## config.mk

```make
export PLATFORM = sky130hd
export DESIGN_NAME = midi_track_event_parser_core
export DESIGN_NICKNAME = d
export VERILOG_FILES = /design/src/rtl/mtep_pkg.sv /design/src/rtl/mtep_front.sv /design/src/rtl/mtep_queue.sv /design/src/rtl/mtep_back.sv /design/src/rtl/midi_track_event_parser_core.sv
export SDC_FILE = /design/constraint.sdc
export NUM_CORES = 1
export LEC_CHECK = 0
export BUFFER_PORTS_ARGS = -buffer_cell sky130_fd_sc_hd__buf_4
export CAP_MARGIN = 20
export CORE_MARGIN = 1
export CORE_UTILIZATION = 46
export DETAILED_ROUTE_END_ITERATION = 16
export GPL_TIMING_DRIVEN = 0
export SLEW_MARGIN = 10
export SYNTH_ARGS = -nofsm -noshare
export SYNTH_HDL_FRONTEND = slang
export SYNTH_SLANG_ARGS = --single-unit
export TNS_END_PERCENT = 10
```

## constraint.sdc

```tcl
create_clock -name clk -period 9 [get_ports clk]
set_input_delay 0.45 -clock clk [delete_from_list [all_inputs] [get_ports clk]]
set_output_delay 0.45 -clock clk [all_outputs]
set_load 0.02 [all_outputs]
```

## src/rtl/mtep_pkg.sv

```systemverilog
// Shared types, constants and helper functions of the MIDI track event parser.
package mtep_pkg;

    // Longest variable-length quantity, in bytes, for delta times and lengths.
    localparam int unsigned VLQ_MAX_BYTES = 4;
    localparam int unsigned VLQ_ACC_W     = 7 * VLQ_MAX_BYTES;
    localparam int unsigned VLQ_CNT_W     = $clog2(VLQ_MAX_BYTES + 1);
    localparam int unsigned SIZE_W        = 16;
    localparam int unsigned CMP_W         = (VLQ_ACC_W > SIZE_W) ? VLQ_ACC_W : SIZE_W;

    // Byte queue between the front and the back.
    localparam int unsigned QUEUE_DEPTH = 4;
    localparam int unsigned QPTR_W      = $clog2(QUEUE_DEPTH);
    localparam int unsigned QCNT_W      = $clog2(QUEUE_DEPTH + 1);

    localparam logic [SIZE_W-1:0] MAX_DATA_SIZE_RESET = 16'd4096;

    // Status byte values and masks.
    localparam logic [7:0] STATUS_META      = 8'hFF;
    localparam logic [7:0] STATUS_SYSEX     = 8'hF0;
    localparam logic [7:0] STATUS_SYSEX_CNT = 8'hF7;
    localparam logic [3:0] SYSTEM_NIBBLE    = 4'hF;
    localparam logic [3:0] NOTE_ON_NIBBLE   = 4'h9;
    localparam logic [2:0] ONE_BYTE_GROUP   = 3'b110;
    localparam logic [6:0] META_END_OF_TRACK = 7'h2F;

    // Error codes of a result.
    localparam logic [2:0] ERR_OK           = 3'd0;
    localparam logic [2:0] ERR_VLQ_LONG     = 3'd1;
    localparam logic [2:0] ERR_NO_STATUS    = 3'd2;
    localparam logic [2:0] ERR_BAD_META     = 3'd3;
    localparam logic [2:0] ERR_META_SIZE    = 3'd4;
    localparam logic [2:0] ERR_SYSEX_SIZE   = 3'd5;
    localparam logic [2:0] ERR_CONT_SIZE    = 3'd6;
    localparam logic [2:0] ERR_UNDEF_STATUS = 3'd7;

    typedef enum logic [2:0] {
        CLS_DATA,
        CLS_CHANNEL,
        CLS_META,
        CLS_SYSEX,
        CLS_UNDEF
    } byte_class_t;

    typedef enum logic [2:0] {
        PH_DELTA,
        PH_STATUS,
        PH_METATYPE,
        PH_LENGTH,
        PH_DATA
    } phase_t;

    typedef struct packed {
        byte_class_t cls;
        logic [7:0]  data;
        logic        track_start;
    } q_entry_t;

    typedef struct packed {
        logic [31:0]       tick;
        logic [7:0]        status;
        logic [6:0]        meta_kind;
        logic [SIZE_W-1:0] size;
        logic [7:0]        first;
        logic [7:0]        second;
        logic              note_on;
        logic              end_of_track;
        logic [2:0]        err;
    } res_t;

    function automatic logic is_channel(input logic [7:0] s);
        return s[7] && (s[7:4] != SYSTEM_NIBBLE);
    endfunction

    // Program change and channel pressure carry one data byte, the rest two.
    function automatic logic [SIZE_W-1:0] chan_data_len(input logic [7:0] s);
        return (s[7:5] == ONE_BYTE_GROUP) ? SIZE_W'(1) : SIZE_W'(2);
    endfunction

endpackage

```

## src/rtl/mtep_front.sv

```systemverilog
// Front part: accepts input beats, classifies each byte and pushes it into the queue.
module mtep_front (
    input  logic                 in_valid,
    output logic                 in_ready,
    input  logic [7:0]           data_byte,
    input  logic                 track_start,
    input  logic                 q_full,
    output logic                 q_push,
    output mtep_pkg::q_entry_t   q_entry
);

    mtep_pkg::byte_class_t cls;

    assign in_ready = !q_full;
    assign q_push   = in_valid && !q_full;

    always_comb
    begin
        if (!data_byte[7])
        begin
            cls = mtep_pkg::CLS_DATA;
        end
        else if (mtep_pkg::is_channel(data_byte))
        begin
            cls = mtep_pkg::CLS_CHANNEL;
        end
        else if (data_byte == mtep_pkg::STATUS_META)
        begin
            cls = mtep_pkg::CLS_META;
        end
        else if (data_byte == mtep_pkg::STATUS_SYSEX || data_byte == mtep_pkg::STATUS_SYSEX_CNT)
        begin
            cls = mtep_pkg::CLS_SYSEX;
        end
        else
        begin
            cls = mtep_pkg::CLS_UNDEF;
        end
    end

    assign q_entry.cls         = cls;
    assign q_entry.data        = data_byte;
    assign q_entry.track_start = track_start;

endmodule

```

## src/rtl/mtep_queue.sv

```systemverilog
// Short first-in first-out queue of classified bytes between front and back.
module mtep_queue (
    input  logic               clk,
    input  logic               rst_n,
    input  logic               push,
    input  mtep_pkg::q_entry_t push_entry,
    output logic               full,
    input  logic               pop,
    output logic               valid,
    output mtep_pkg::q_entry_t pop_entry
);

    mtep_pkg::q_entry_t                 mem_reg [mtep_pkg::QUEUE_DEPTH];
    logic [mtep_pkg::QPTR_W-1:0]        wr_ptr_reg, wr_ptr_next;
    logic [mtep_pkg::QPTR_W-1:0]        rd_ptr_reg, rd_ptr_next;
    logic [mtep_pkg::QCNT_W-1:0]        count_reg, count_next;

    assign full      = (count_reg == mtep_pkg::QCNT_W'(mtep_pkg::QUEUE_DEPTH));
    assign valid     = (count_reg != '0);
    assign pop_entry = mem_reg[rd_ptr_reg];

    always_comb
    begin
        wr_ptr_next = wr_ptr_reg;
        rd_ptr_next = rd_ptr_reg;
        count_next  = count_reg;
        if (push)
        begin
            wr_ptr_next = (wr_ptr_reg == mtep_pkg::QPTR_W'(mtep_pkg::QUEUE_DEPTH - 1))
                          ? '0 : wr_ptr_reg + mtep_pkg::QPTR_W'(1);
        end
        if (pop)
        begin
            rd_ptr_next = (rd_ptr_reg == mtep_pkg::QPTR_W'(mtep_pkg::QUEUE_DEPTH - 1))
                          ? '0 : rd_ptr_reg + mtep_pkg::QPTR_W'(1);
        end
        if (push && !pop)
        begin
            count_next = count_reg + mtep_pkg::QCNT_W'(1);
        end
        else if (pop && !push)
        begin
            count_next = count_reg - mtep_pkg::QCNT_W'(1);
        end
    end

    always_ff @(posedge clk or negedge rst_n)
    begin
        if (!rst_n)
        begin
            wr_ptr_reg <= '0;
            rd_ptr_reg <= '0;
            count_reg  <= '0;
        end
        else
        begin
            wr_ptr_reg <= wr_ptr_next;
            rd_ptr_reg <= rd_ptr_next;
            count_reg  <= count_next;
        end
    end

    always_ff @(posedge clk)
    begin
        if (push)
        begin
            mem_reg[wr_ptr_reg] <= push_entry;
        end
    end

endmodule

```

## src/rtl/mtep_back.sv

```systemverilog
// Back part: parses a queued byte per cycle unless output stalls; registers results.
module mtep_back (
    input  logic                          clk,
    input  logic                          rst_n,
    input  logic                          cfg_wr_en,
    input  logic [mtep_pkg::SIZE_W-1:0]   cfg_wr_data,
    input  logic                          q_valid,
    input  mtep_pkg::q_entry_t            q_entry,
    output logic                          q_pop,
    output logic                          res_valid,
    input  logic                          res_ready,
    output mtep_pkg::res_t                res
);

    localparam int unsigned AW = mtep_pkg::VLQ_ACC_W;
    localparam int unsigned CW = mtep_pkg::VLQ_CNT_W;
    localparam int unsigned SW = mtep_pkg::SIZE_W;

    mtep_pkg::phase_t  phase_reg, phase_next, eff_phase;
    logic              halted_reg, halted_next, eff_halted;
    logic [7:0]        running_reg, running_next, eff_running;
    logic [31:0]       tick_reg, tick_next, eff_tick;
    logic [AW-1:0]     acc_reg, acc_next, eff_acc, acc_shift;
    logic [CW-1:0]     cnt_reg, cnt_next, eff_cnt, cnt_inc;
    logic [7:0]        status_reg, status_next;
    logic [6:0]        meta_reg, meta_next;
    logic [SW-1:0]     size_reg, size_next;
    logic [SW-1:0]     rem_reg, rem_next;
    logic [SW-1:0]     pos;
    logic [SW-1:0]     rs_len;
    logic [7:0]        cap0_reg, cap0_next, cap1_reg, cap1_next;
    logic [SW-1:0]     max_size_reg;
    logic              res_valid_reg;
    mtep_pkg::res_t    res_reg, res_d;

    logic [7:0]        b;
    logic              ts;
    logic              vlq_long, size_bad, len_zero, rs_chan, rem_zero, rem_one;
    logic              active, fault, done, fire;
    logic [2:0]        err;

    assign b  = q_entry.data;
    assign ts = q_entry.track_start;

    // A track start clears the parse context before its byte is parsed.
    assign eff_phase   = ts ? mtep_pkg::PH_DELTA : phase_reg;
    assign eff_halted  = ts ? 1'b0 : halted_reg;
    assign eff_running = ts ? 8'd0 : running_reg;
    assign eff_tick    = ts ? 32'd0 : tick_reg;
    assign eff_acc     = ts ? '0 : acc_reg;
    assign eff_cnt     = ts ? '0 : cnt_reg;

    assign acc_shift = AW'({eff_acc, b[6:0]});
    assign cnt_inc   = eff_cnt + CW'(1);
    assign vlq_long  = b[7] && (cnt_inc >= CW'(mtep_pkg::VLQ_MAX_BYTES));
    assign size_bad  = (mtep_pkg::CMP_W'(acc_shift) >= mtep_pkg::CMP_W'(max_size_reg));
    assign len_zero  = (acc_shift == '0);
    assign rs_chan   = mtep_pkg::is_channel(eff_running);
    assign rs_len    = mtep_pkg::chan_data_len(eff_running);
    assign rem_zero  = (rem_reg == '0);
    assign rem_one   = (rem_reg == SW'(1));
    assign pos       = size_reg - rem_reg;

    assign q_pop  = q_valid && (!res_valid_reg || res_ready);
    assign active = q_pop && !eff_halted;
    assign fault  = (err != mtep_pkg::ERR_OK);
    assign fire   = active && (fault || done);

    // Step classification: which fault this byte raises, or whether it ends an event.
    always_comb
    begin
        err  = mtep_pkg::ERR_OK;
        done = 1'b0;
        unique case (eff_phase)
            mtep_pkg::PH_DELTA:
            begin
                if (vlq_long)
                begin
                    err = mtep_pkg::ERR_VLQ_LONG;
                end
            end
            mtep_pkg::PH_LENGTH:
            begin
                if (vlq_long)
                begin
                    err = mtep_pkg::ERR_VLQ_LONG;
                end
                else if (!b[7] && size_bad)
                begin
                    if (status_reg == mtep_pkg::STATUS_META)
                    begin
                        err = mtep_pkg::ERR_META_SIZE;
                    end
                    else if (status_reg == mtep_pkg::STATUS_SYSEX)
                    begin
                        err = mtep_pkg::ERR_SYSEX_SIZE;
                    end
                    else
                    begin
                        err = mtep_pkg::ERR_CONT_SIZE;
                    end
                end
                else
                begin
                    done = !b[7] && len_zero;
                end
            end
            mtep_pkg::PH_STATUS:
            begin
                if (q_entry.cls == mtep_pkg::CLS_DATA)
                begin
                    if (!rs_chan)
                    begin
                        err = mtep_pkg::ERR_NO_STATUS;
                    end
                    else
                    begin
                        done = (rs_len == SW'(1));
                    end
                end
                else if (q_entry.cls == mtep_pkg::CLS_UNDEF)
                begin
                    err = mtep_pkg::ERR_UNDEF_STATUS;
                end
            end
            mtep_pkg::PH_METATYPE:
            begin
                if (b[7])
                begin
                    err = mtep_pkg::ERR_BAD_META;
                end
            end
            mtep_pkg::PH_DATA:
            begin
                done = rem_zero || rem_one;
            end
            default:
            begin
                err  = mtep_pkg::ERR_OK;
                done = 1'b0;
            end
        endcase
    end

    // Next phase and halt flag.
    always_comb
    begin
        phase_next  = phase_reg;
        halted_next = halted_reg;
        if (q_pop)
        begin
            phase_next  = eff_phase;
            halted_next = eff_halted;
            if (!eff_halted)
            begin
                if (fault)
                begin
                    halted_next = 1'b1;
                end
                else if (done)
                begin
                    phase_next = mtep_pkg::PH_DELTA;
                end
                else
                begin
                    unique case (eff_phase)
                        mtep_pkg::PH_DELTA:
                        begin
                            phase_next = b[7] ? mtep_pkg::PH_DELTA : mtep_pkg::PH_STATUS;
                        end
                        mtep_pkg::PH_LENGTH:
                        begin
                            phase_next = b[7] ? mtep_pkg::PH_LENGTH : mtep_pkg::PH_DATA;
                        end
                        mtep_pkg::PH_STATUS:
                        begin
                            if (q_entry.cls == mtep_pkg::CLS_META)
                            begin
                                phase_next = mtep_pkg::PH_METATYPE;
                            end
                            else if (q_entry.cls == mtep_pkg::CLS_SYSEX)
                            begin
                                phase_next = mtep_pkg::PH_LENGTH;
                            end
                            else
                            begin
                                phase_next = mtep_pkg::PH_DATA;
                            end
                        end
                        mtep_pkg::PH_METATYPE:
                        begin
                            phase_next = mtep_pkg::PH_LENGTH;
                        end
                        mtep_pkg::PH_DATA:
                        begin
                            phase_next = mtep_pkg::PH_DATA;
                        end
                        default:
                        begin
                            phase_next = mtep_pkg::PH_DELTA;
                        end
                    endcase
                end
            end
        end
    end

    // Parse context updates.
    always_comb
    begin
        tick_next    = tick_reg;
        running_next = running_reg;
        acc_next     = acc_reg;
        cnt_next     = cnt_reg;
        status_next  = status_reg;
        meta_next    = meta_reg;
        size_next    = size_reg;
        rem_next     = rem_reg;
        cap0_next    = cap0_reg;
        cap1_next    = cap1_reg;
        if (q_pop)
        begin
            tick_next    = eff_tick;
            running_next = eff_running;
            acc_next     = eff_acc;
            cnt_next     = eff_cnt;
        end
        if (active && !fault)
        begin
            unique case (eff_phase)
                mtep_pkg::PH_DELTA, mtep_pkg::PH_LENGTH:
                begin
                    acc_next = acc_shift;
                    cnt_next = cnt_inc;
                    if (!b[7])
                    begin
                        if (eff_phase == mtep_pkg::PH_DELTA)
                        begin
                            tick_next = eff_tick + 32'(acc_shift);
                        end
                        else
                        begin
                            size_next = SW'(acc_shift);
                            rem_next  = SW'(acc_shift);
                        end
                    end
                end
                mtep_pkg::PH_STATUS:
                begin
                    meta_next = '0;
                    cap0_next = '0;
                    cap1_next = '0;
                    unique case (q_entry.cls)
                        mtep_pkg::CLS_DATA:
                        begin
                            // Running status: this byte is already the first data byte.
                            status_next = eff_running;
                            size_next   = rs_len;
                            rem_next    = rs_len - SW'(1);
                            cap0_next   = b;
                        end
                        mtep_pkg::CLS_CHANNEL:
                        begin
                            status_next = b;
                            size_next   = mtep_pkg::chan_data_len(b);
                            rem_next    = mtep_pkg::chan_data_len(b);
                        end
                        mtep_pkg::CLS_META, mtep_pkg::CLS_SYSEX:
                        begin
                            status_next = b;
                            size_next   = '0;
                            rem_next    = '0;
                            acc_next    = '0;
                            cnt_next    = '0;
                        end
                        default:
                        begin
                            status_next = status_reg;
                        end
                    endcase
                end
                mtep_pkg::PH_METATYPE:
                begin
                    meta_next = b[6:0];
                    acc_next  = '0;
                    cnt_next  = '0;
                end
                mtep_pkg::PH_DATA:
                begin
                    if (!rem_zero)
                    begin
                        if (pos == SW'(0))
                        begin
                            cap0_next = b;
                        end
                        if (pos == SW'(1))
                        begin
                            cap1_next = b;
                        end
                        rem_next = rem_reg - SW'(1);
                    end
                end
                default:
                begin
                    acc_next = '0;
                    cnt_next = '0;
                end
            endcase
            if (done)
            begin
                // Channel messages set running status, sysex clears it, meta keeps it.
                if (mtep_pkg::is_channel(status_next))
                begin
                    running_next = status_next;
                end
                else if (status_next != mtep_pkg::STATUS_META)
                begin
                    running_next = '0;
                end
                acc_next = '0;
                cnt_next = '0;
            end
        end
    end

    // Result of the step, taken from the updated event context.
    always_comb
    begin
        res_d      = '0;
        res_d.tick = eff_tick;
        if (fault)
        begin
            res_d.err = err;
        end
        else
        begin
            res_d.status       = status_next;
            res_d.meta_kind    = (status_next == mtep_pkg::STATUS_META) ? meta_next : '0;
            res_d.size         = size_next;
            res_d.first        = cap0_next;
            res_d.second       = cap1_next;
            res_d.note_on      = (status_next[7:4] == mtep_pkg::NOTE_ON_NIBBLE)
                                 && (cap1_next != '0);
            res_d.end_of_track = (status_next == mtep_pkg::STATUS_META)
                                 && (meta_next == mtep_pkg::META_END_OF_TRACK);
            res_d.err          = mtep_pkg::ERR_OK;
        end
    end

    always_ff @(posedge clk or negedge rst_n)
    begin
        if (!rst_n)
        begin
            phase_reg     <= mtep_pkg::PH_DELTA;
            halted_reg    <= 1'b0;
            running_reg   <= '0;
            tick_reg      <= '0;
            acc_reg       <= '0;
            cnt_reg       <= '0;
            status_reg    <= '0;
            meta_reg      <= '0;
            size_reg      <= '0;
            rem_reg       <= '0;
            cap0_reg      <= '0;
            cap1_reg      <= '0;
            max_size_reg  <= mtep_pkg::MAX_DATA_SIZE_RESET;
            res_valid_reg <= 1'b0;
        end
        else
        begin
            phase_reg   <= phase_next;
            halted_reg  <= halted_next;
            running_reg <= running_next;
            tick_reg    <= tick_next;
            acc_reg     <= acc_next;
            cnt_reg     <= cnt_next;
            status_reg  <= status_next;
            meta_reg    <= meta_next;
            size_reg    <= size_next;
            rem_reg     <= rem_next;
            cap0_reg    <= cap0_next;
            cap1_reg    <= cap1_next;
            if (cfg_wr_en)
            begin
                max_size_reg <= cfg_wr_data;
            end
            if (fire)
            begin
                res_valid_reg <= 1'b1;
            end
            else if (res_ready)
            begin
                res_valid_reg <= 1'b0;
            end
        end
    end

    always_ff @(posedge clk)
    begin
        if (fire)
        begin
            res_reg <= res_d;
        end
    end

    assign res_valid = res_valid_reg;
    assign res       = res_reg;

endmodule

```

## src/rtl/midi_track_event_parser_core.sv

```systemverilog
// Top level of the MIDI track event parser: front, byte queue and back.
//
//  Channel | Handshake              | Payload
//  --------+------------------------+-----------------------------------------------
//  input   | in_valid / in_ready    | data_byte, track_start
//  output  | out_valid / out_ready  | event_tick, event_status, meta_kind,
//          |                        | payload_size, first_data, second_data,
//          |                        | sounding_note_on, end_of_track, error_code
//  config  | cfg_wr_en              | cfg_wr_data (max_data_size)
//
// Rate: one byte beat per cycle, sustained, as long as results are taken.
// Path: an accepted byte is written into the queue, the back pops it from the head and
// registers the result of the event that the byte ends in the output register.
// The front and back are parted by a four-entry queue; the back also owns the
// output register, so a stalled output stops only the back while the queue fills.
// Reset clears the parse context, empties the queue and sets max_data_size to 4096.
module midi_track_event_parser_core (
    input  logic        clk,
    input  logic        rst_n,
    input  logic        cfg_wr_en,
    input  logic [15:0] cfg_wr_data,
    input  logic        in_valid,
    output logic        in_ready,
    input  logic [7:0]  data_byte,
    input  logic        track_start,
    output logic        out_valid,
    input  logic        out_ready,
    output logic [31:0] event_tick,
    output logic [7:0]  event_status,
    output logic [6:0]  meta_kind,
    output logic [15:0] payload_size,
    output logic [7:0]  first_data,
    output logic [7:0]  second_data,
    output logic        sounding_note_on,
    output logic        end_of_track,
    output logic [2:0]  error_code
);

    // Classified byte beats travel from the front to the back through this queue.
    logic               q_push, q_full, q_pop, q_valid;
    mtep_pkg::q_entry_t push_entry, pop_entry;
    mtep_pkg::res_t     res;

    mtep_front u_front (
        .in_valid    (in_valid),
        .in_ready    (in_ready),
        .data_byte   (data_byte),
        .track_start (track_start),
        .q_full      (q_full),
        .q_push      (q_push),
        .q_entry     (push_entry)
    );

    mtep_queue u_queue (
        .clk        (clk),
        .rst_n      (rst_n),
        .push       (q_push),
        .push_entry (push_entry),
        .full       (q_full),
        .pop        (q_pop),
        .valid      (q_valid),
        .pop_entry  (pop_entry)
    );

    // The back runs the delta-time, status, meta-type, length and data phases of each event.
    // An error result halts parsing until a byte beat with track_start set.
    mtep_back u_back (
        .clk         (clk),
        .rst_n       (rst_n),
        .cfg_wr_en   (cfg_wr_en),
        .cfg_wr_data (cfg_wr_data),
        .q_valid     (q_valid),
        .q_entry     (pop_entry),
        .q_pop       (q_pop),
        .res_valid   (out_valid),
        .res_ready   (out_ready),
        .res         (res)
    );

    // Split the registered result into its output fields.
    assign event_tick       = res.tick;
    assign event_status     = res.status;
    assign meta_kind        = res.meta_kind;
    assign payload_size     = res.size;
    assign first_data       = res.first;
    assign second_data      = res.second;
    assign sounding_note_on = res.note_on;
    assign end_of_track     = res.end_of_track;
    assign error_code       = res.err;

endmodule

```

Word level (Yosys, flattened, before mapping)
Memory sizes are Yosys's and may differ from the RTL's.
Index checks and enable logic that the tools add are counted.
{"block": "classes", "n_bitwise": 1, "n_eq_ne": 32, "n_div": 0, "n_lt_le_gt_ge": 2, "addsub": 9, "shifts": 0, "reduce_logical": 42, "n_mux": 90, "n_mul": 0}
{"cell": "$mux 32", "n": 6}
{"cell": "$pmux 16 s3", "n": 3}
{"cell": "$mux 28", "n": 5}
{"cell": "$mux 8", "n": 16}
{"cell": "$mux 16", "n": 6}
{"cell": "$pmux 28 s3", "n": 1}
{"cell": "$mux 3", "n": 23}
{"cell": "$eq 16x1->1 const B", "n": 3}
{"cell": "$eq 8x8->1 const B", "n": 6}
{"cell": "$pmux 8 s2", "n": 3}
{"cell": "$add 32x28->32", "n": 1}
{"cell": "$logic_not 16->1", "n": 2}
{"cell": "$pmux 16 s2", "n": 1}
{"cell": "$sub 16x1->16 const B", "n": 2}
{"cell": "$ge 28x16->1", "n": 1}
{"cell": "$logic_not 28->1", "n": 1}
{"cell": "$sub 16x16->16", "n": 1}
{"cell": "$eq 3x3->1 const B", "n": 5}
{"cell": "$logic_and 1x1->1", "n": 15}
{"cell": "$pmux 3 s5", "n": 1}
{"cell": "$mux 2", "n": 7}
{"cell": "$pmux 7 s2", "n": 1}
{"cell": "$mux 1", "n": 13}
{"cell": "$eq 3x2->1 const B", "n": 4}
{"cell": "26 further kinds", "n": 49}
{"block": "totals", "rom_bits": 0, "mem_count": 1, "in_bits": 30, "latchBits": 0, "reg_bits": 246, "ram_bits": 48, "wordCells": 203}
{"name": "u_queue.mem_reg", "words": 4, "width": 12, "read_ports": 1, "rd_clocked_by_memory_dff": 0, "write_ports": 1, "line": "mtep_queue.sv:13", "text": "mtep_pkg::q_entry_t mem_reg [mtep_pkg::QUEUE_DEPTH];"}

Longest topological paths before layout
An unclocked memory read counts as a cell.
{"block": "logic_depth", "ltp_word": 16, "ltp_mapped": 19, "ltp_nobuf": 14}

Cells and area by module
A second synthesis with hierarchy kept.
{"block": "hier_totals", "cells_unflattened": 1481, "area_unflattened_um2": 15527.4}
{"mod": "mtep_back", "cells_per_inst": 1362, "area_each_um2": 13216.4, "seq_area_each_um2": 6227.2, "n_inst": 1}
{"mod": "mtep_queue", "cells_per_inst": 100, "area_each_um2": 2175.8, "seq_area_each_um2": 1616.6, "n_inst": 1}
{"mod": "mtep_front", "cells_per_inst": 19, "area_each_um2": 135.1, "seq_area_each_um2": 0.0, "n_inst": 1}

Worst setup path before layout
OpenSTA, ideal clock, no wires.
{"block": "synth_path", "path_type": "flip-flop to flip-flop", "from": "register u_queue.rd_ptr_reg[1] in the netlist's numbering", "to": "register u_back.res_reg (netlist bit u_back.res[0]) (enable)", "arrival_time_ns": 6.487, "setup_slack_ns": 1.986, "setup_time_ns": 0.527, "n_path_buf": 4, "t_required_ns": 8.473, "path_stages_with_launch": 17, "path_cell_list": "dfrtp_1 buf_2 buf_4 mux2i_1 mux2_2 clkbuf_1 clkbuf_1 nand2_1 inv_1 ha_1 a21oi_1 o21ai_0 a211oi_1 o211ai_1 o311ai_1 nor2_1 nor2_1"}
{"block": "synth_via", "elab_chain_len": 10, "word_cells_on_any_way": 44}
{"element": "from (decl)", "line": "mtep_queue.sv:15", "text": "logic [mtep_pkg::QPTR_W-1:0] rd_ptr_reg, rd_ptr_next;"}
{"element": "from (signal assigned)", "line": "mtep_queue.sv:58", "text": "rd_ptr_reg <= rd_ptr_next;"}
{"element": "$mem_v2 4x12 (*)"}
{"element": "$mux 28, or another cell as far along", "line": "mtep_back.sv:50", "text": "assign eff_acc = ts ? '0 : acc_reg;"}
{"element": "$ge 28x16->1, or another cell as far along", "line": "mtep_back.sv:56", "text": "assign size_bad = (mtep_pkg::CMP_W'(acc_shift) >= mtep_pkg::CMP_W'(max_size_reg));"}
{"element": "$logic_and 1x1->1, or another cell as far along", "line": "mtep_back.sv:88", "text": "else if (!b[7] && size_bad)"}
{"element": "$mux 3, or another cell as far along", "line": "mtep_back.sv:88"}
{"element": "$mux 3, or another cell as far along", "line": "mtep_back.sv:84", "text": "if (vlq_long)"}
{"element": "$pmux 3 s4 or $mux 1 (tied branches)", "line": "mtep_back.sv:74, mtep_back.sv:110"}
{"element": "$reduce_bool 3->1 or $pmux 1 s3 (tied branches)", "line": "mtep_back.sv:66, mtep_back.sv:74"}
{"element": "$logic_or 1x1->1", "line": "mtep_back.sv:67", "text": "assign fire = active && (fault || done);"}
{"element": "$logic_and 1x1->1 (*)", "line": "mtep_back.sv:67"}
{"element": "net u_back.fire", "line": "mtep_back.sv:39", "text": "logic active, fault, done, fire;"}
{"element": "to (signal assigned)", "line": "mtep_back.sv:402", "text": "res_reg <= res_d;"}
{"element": "to (decl)", "line": "mtep_back.sv:34", "text": "mtep_pkg::res_t res_reg, res_d;"}
Mark *: on every way through the listed nets, which the timed path passes. The rest lies on a longest branch.
A chain may end at the register's enable or synchronous reset.

Worst setup path in the final report
{"block": "layout_path", "from": "register u_queue.rd_ptr_reg[1] in the netlist's numbering", "to": "register u_back.acc_reg[8]"}
{"block": "layout_via", "elab_chain_len": 11, "word_cells_on_any_way": 53}
{"element": "$mem_v2 4x12 (*)"}
{"element": "$mux 28, or another cell as far along", "line": "mtep_back.sv:50"}
{"element": "$ge 28x16->1, or another cell as far along", "line": "mtep_back.sv:56"}
{"element": "$logic_and 1x1->1, or another cell as far along", "line": "mtep_back.sv:88"}
{"element": "$mux 3, or another cell as far along", "line": "mtep_back.sv:88"}
{"element": "$mux 3, or another cell as far along", "line": "mtep_back.sv:84"}
{"element": "$pmux 3 s4", "line": "mtep_back.sv:74", "text": "unique case (eff_phase)"}
{"element": "$reduce_bool 3->1", "line": "mtep_back.sv:66", "text": "assign fault = (err != mtep_pkg::ERR_OK);"}
{"element": "$logic_not 1->1", "line": "mtep_back.sv:228", "text": "if (active && !fault)"}
{"element": "$logic_and 1x1->1", "line": "mtep_back.sv:228"}
{"element": "$mux 28 (*)", "line": "mtep_back.sv:228"}
{"element": "net u_back.acc_next[8]", "line": "mtep_back.sv:23", "text": "logic [AW-1:0] acc_reg, acc_next, eff_acc, acc_shift;"}
{"element": "to (signal assigned)", "line": "mtep_back.sv:375", "text": "acc_reg <= acc_next;"}
{"element": "to (decl)", "line": "mtep_back.sv:23"}
Marks and branches as above.

==> impl_metrics.tcl <==
set metrics [dict create \
    final_util_pct 55.2 \
    global_route.usage.total_pct 26.9 \
    cts-root-buf "clkbuf_16" \
    async_flop_share_pct 54.0 \
    yosys-top-cells-area "edfxtp_1 25%, dfrtp_1 25%, ha_1 5.3%, o21ai_0 3.5%, nand2_1 2.8%" \
    dr.first_iter.drc_count 1159 \
    largest_reg_flops 84 \
    viasPerCell 5.98 \
    cap_violations 0 \
    timing.final.crit_share_pct 69.3 \
    drc_errors 0 \
    critical_path_class "register to register" \
    netlist_instances 1493 \
    routed_wl_microns 45500 \
    antenna_found_initial 0 \
    ios 116 \
    drv_slew 0 \
    grt_max_degree 90 \
    die_y_microns 186 \
    ys_seq_area_share_pct 50.4 \
    stdcell_area_sq_mm 0.0182 \
    internal-power_mw 3.81 \
    clockBufferDepth 3 \
    max_stage_delay_ps 930 \
    grt.overflow.total 0 \
    cts_tree "done" \
    clk_pin_slew_ps 50 \
    antenna_cells 0 \
    startpoint_type "register" \
    p_leak_nw 7.70 \
    cts_sinks 287 \
    p_clk_share_pct 19.2 \
    dieWidth_microns 186 \
    grt_pass1_vias 12200 \
    wl_per_cell_microns 21.5 \
    slew_headroom_pct 22.1 \
    fmax_mhz 160 \
    finalClockSkew_ps 15.1 \
    combinationalPowerShare_pct 52.3 \
    p_per_area_mw_per_mm2 384 \
    ant_nets 0 \
    crit_chain "buf_2 -> buf_4 -> mux2i_1 -> mux2_2 -> clkbuf_1 -> clkbuf_1 -> nand2_1 -> inv_1 -> ha_1 -> nand4_1 -> nor2_1 -> a211oi_1 -> o31a_1 -> nand2_2 -> buf_6 -> nor4_1 -> a22o_1" \
    tightest_slew_ps 1170 \
    critPathArrivalTime_ps 6680 \
    core_sq_mm 0.0329 \
    syn_nets 1592 \
    synth_top_area_share_pct 25.5 \
    dpl_cell_area_sq_mm 0.0171 \
    insertion_delay_ps 520 \
    routed-via-count 12600 \
    synthFlopType "dfrtp_1" \
    seq_power_share_pct 28.5 \
    hold_class "input port to register" \
    synth_enable_flop_cells 132 \
    synth_top_area_cell "edfxtp_1" \
    period_needed_ps 6230 \
    port_buffers 114 \
    yosysUniqueCellTypes 86 \
    nets 1747 \
    p_sw_mw 3.17 \
    status "complete, no violations" \
    crit_slowest_cell "nor4_1" \
    dieArea_sq_mm 0.0346 \
    endpoint_kind "register" \
    finalHoldViolCount 0 \
    area_delta_synth_final_pct 16.8 \
    htree_num_levels 2 \
    drive_gt1_share_pct 14.7 \
    setup_viol 0 \
    first_pass_iters 6 \
    place_hpwl_microns 32900 \
    place_congestion 0.929 \
    cp_common_cell "clkbuf_1" \
    ys_warn_count 0 \
    start_util_pct 47.2 \
    hold-worst-slack_ps 143 \
    critPathMaxFanout 10 \
    numCtsBuffers 34 \
    synth_common_cells "154 x dfrtp_1, 132 x edfxtp_1, 116 x nand2_1, 110 x o21ai_0, 90 x nor2_1" \
    std_cell_rows 66 \
    netSwitchingFraction_pct 45.5 \
    yosysMostFrequentCell "dfrtp_1" \
    syn_avg_cell_area_sq_um 10.4 \
    synth_area_sq_mm 0.0156 \
    grt_pass1_wl_microns 70200 \
    yosys_register_bits 287 \
    peakVddDrop_uv 169 \
    crit_required_ps 9440 \
    rsz0062_at_grt "false" \
]
## cells by family after synthesis
logic type	synth area share, %
adder cells (fa/ha/maj)	5.76
multiplexers	3.34
flip-flops	50.4
AND/OR/NAND/NOR	16.4
XOR/XNOR	1.97
buffers and inverters	4.05
AO/OA/AOI/OAI	18.1
## layer usage
layer	GRT usage (%)	share of wire, %	vias to the layer above
met3	3.21	5.8	69
li1	-	-	5858
met1	37.2	44	6276
met4	8.20	2.4	0
met5	0	0	-
met2	44.0	48	446
## metrics by stage
step                      instances  setup slack, ps  power [mW]  TNS, ps
after floorplan                1493             1990        4.39        0
after global placement         2049            -1610        5.54  -134870
after detailed placement       2053             2940        5.59        0
after CTS                      2114             2910        6.96        0
after global routing           2114             2500        7.39        0
final                          2114             2770        6.98        0
## power by group through the flow
stage          combinational, mW  clock (mW)  sequential [mW]
2_1_floorplan               2.33           0             2.05
3_3_place_gp                3.53           0             2.01
3_5_place_dp                3.60           0             2.00
4_1_cts                     3.61        1.36             1.98
5_1_grt                     3.96        1.41             2.02
6_report                    3.65        1.34             1.99
## layout by cell type, fill, tap and decap left out, types with 14 or more instances in the layout
cell type,instances
dfrtp_1,154
edfxtp_1,132
buf_4,118
nand2_1,116
o21ai_0,110
nor2_1,89
a21oi_1,86
inv_1,72
nand3_1,66
ha_1,66
clkbuf_1,61
nor2b_1,58
a22o_1,38
clkbuf_16,35
and2_1,29
nor3_1,27
nand4_1,26
a21o_1,20
xor2_1,20
buf_2,18
o21a_1,18
and3_1,17
mux2i_1,16
xnor2_1,15
a31oi_1,14
o2bb2ai_1,14
## critical path, delay by kind of cell, from the launching register on
family | cells | cell delay, ps
AO/OA/AOI/OAI | 3 | 1210
adder cells (fa/ha/maj) | 1 | 300
AND/OR/NAND/NOR | 5 | 1510
multiplexers | 2 | 580
buffers and inverters | 6 | 2200
flip-flops | 1 | 340
## cell type report
type	instances	area [sq um]
Fill cell	2951	14800
Sequential cell	287	7840
Multi-Input combinational cell	1055	7100
Timing Repair Buffer	119	968
Clock buffer	45	933
Tap cell	442	553
Buffer	79	360
Inverter	72	270
Clock inverter	15	145
## what timing repair did
item                                   4_1_cts  5_1_grt
hold buffers                                 1        0
buffers inserted                             0        0
gates resized for setup                      0        0
endpoints found under the hold margin       65        0
## path summary, 6_finish.rpt
path                                       startpoint               endpoint  slack (ps)  cells past startpoint
worst max-delay path            u_queue.rd_ptr_reg[1]      u_back.acc_reg[8]        2770                     17
worst min-delay path                      track_start  u_queue.mem_reg[2][0]         140                      1
worst max register to register  u_queue.rd_ptr_reg[1]      u_back.acc_reg[8]        2770                     17
worst min register to register    u_back.tick_reg[13]    u_back.tick_reg[13]         490                      2
max in group asynchronous                       rst_n    u_back.tick_reg[15]        7660                      3
min in group asynchronous                       rst_n  u_queue.wr_ptr_reg[1]         450                      2
(Power assumes the default switching activity.)
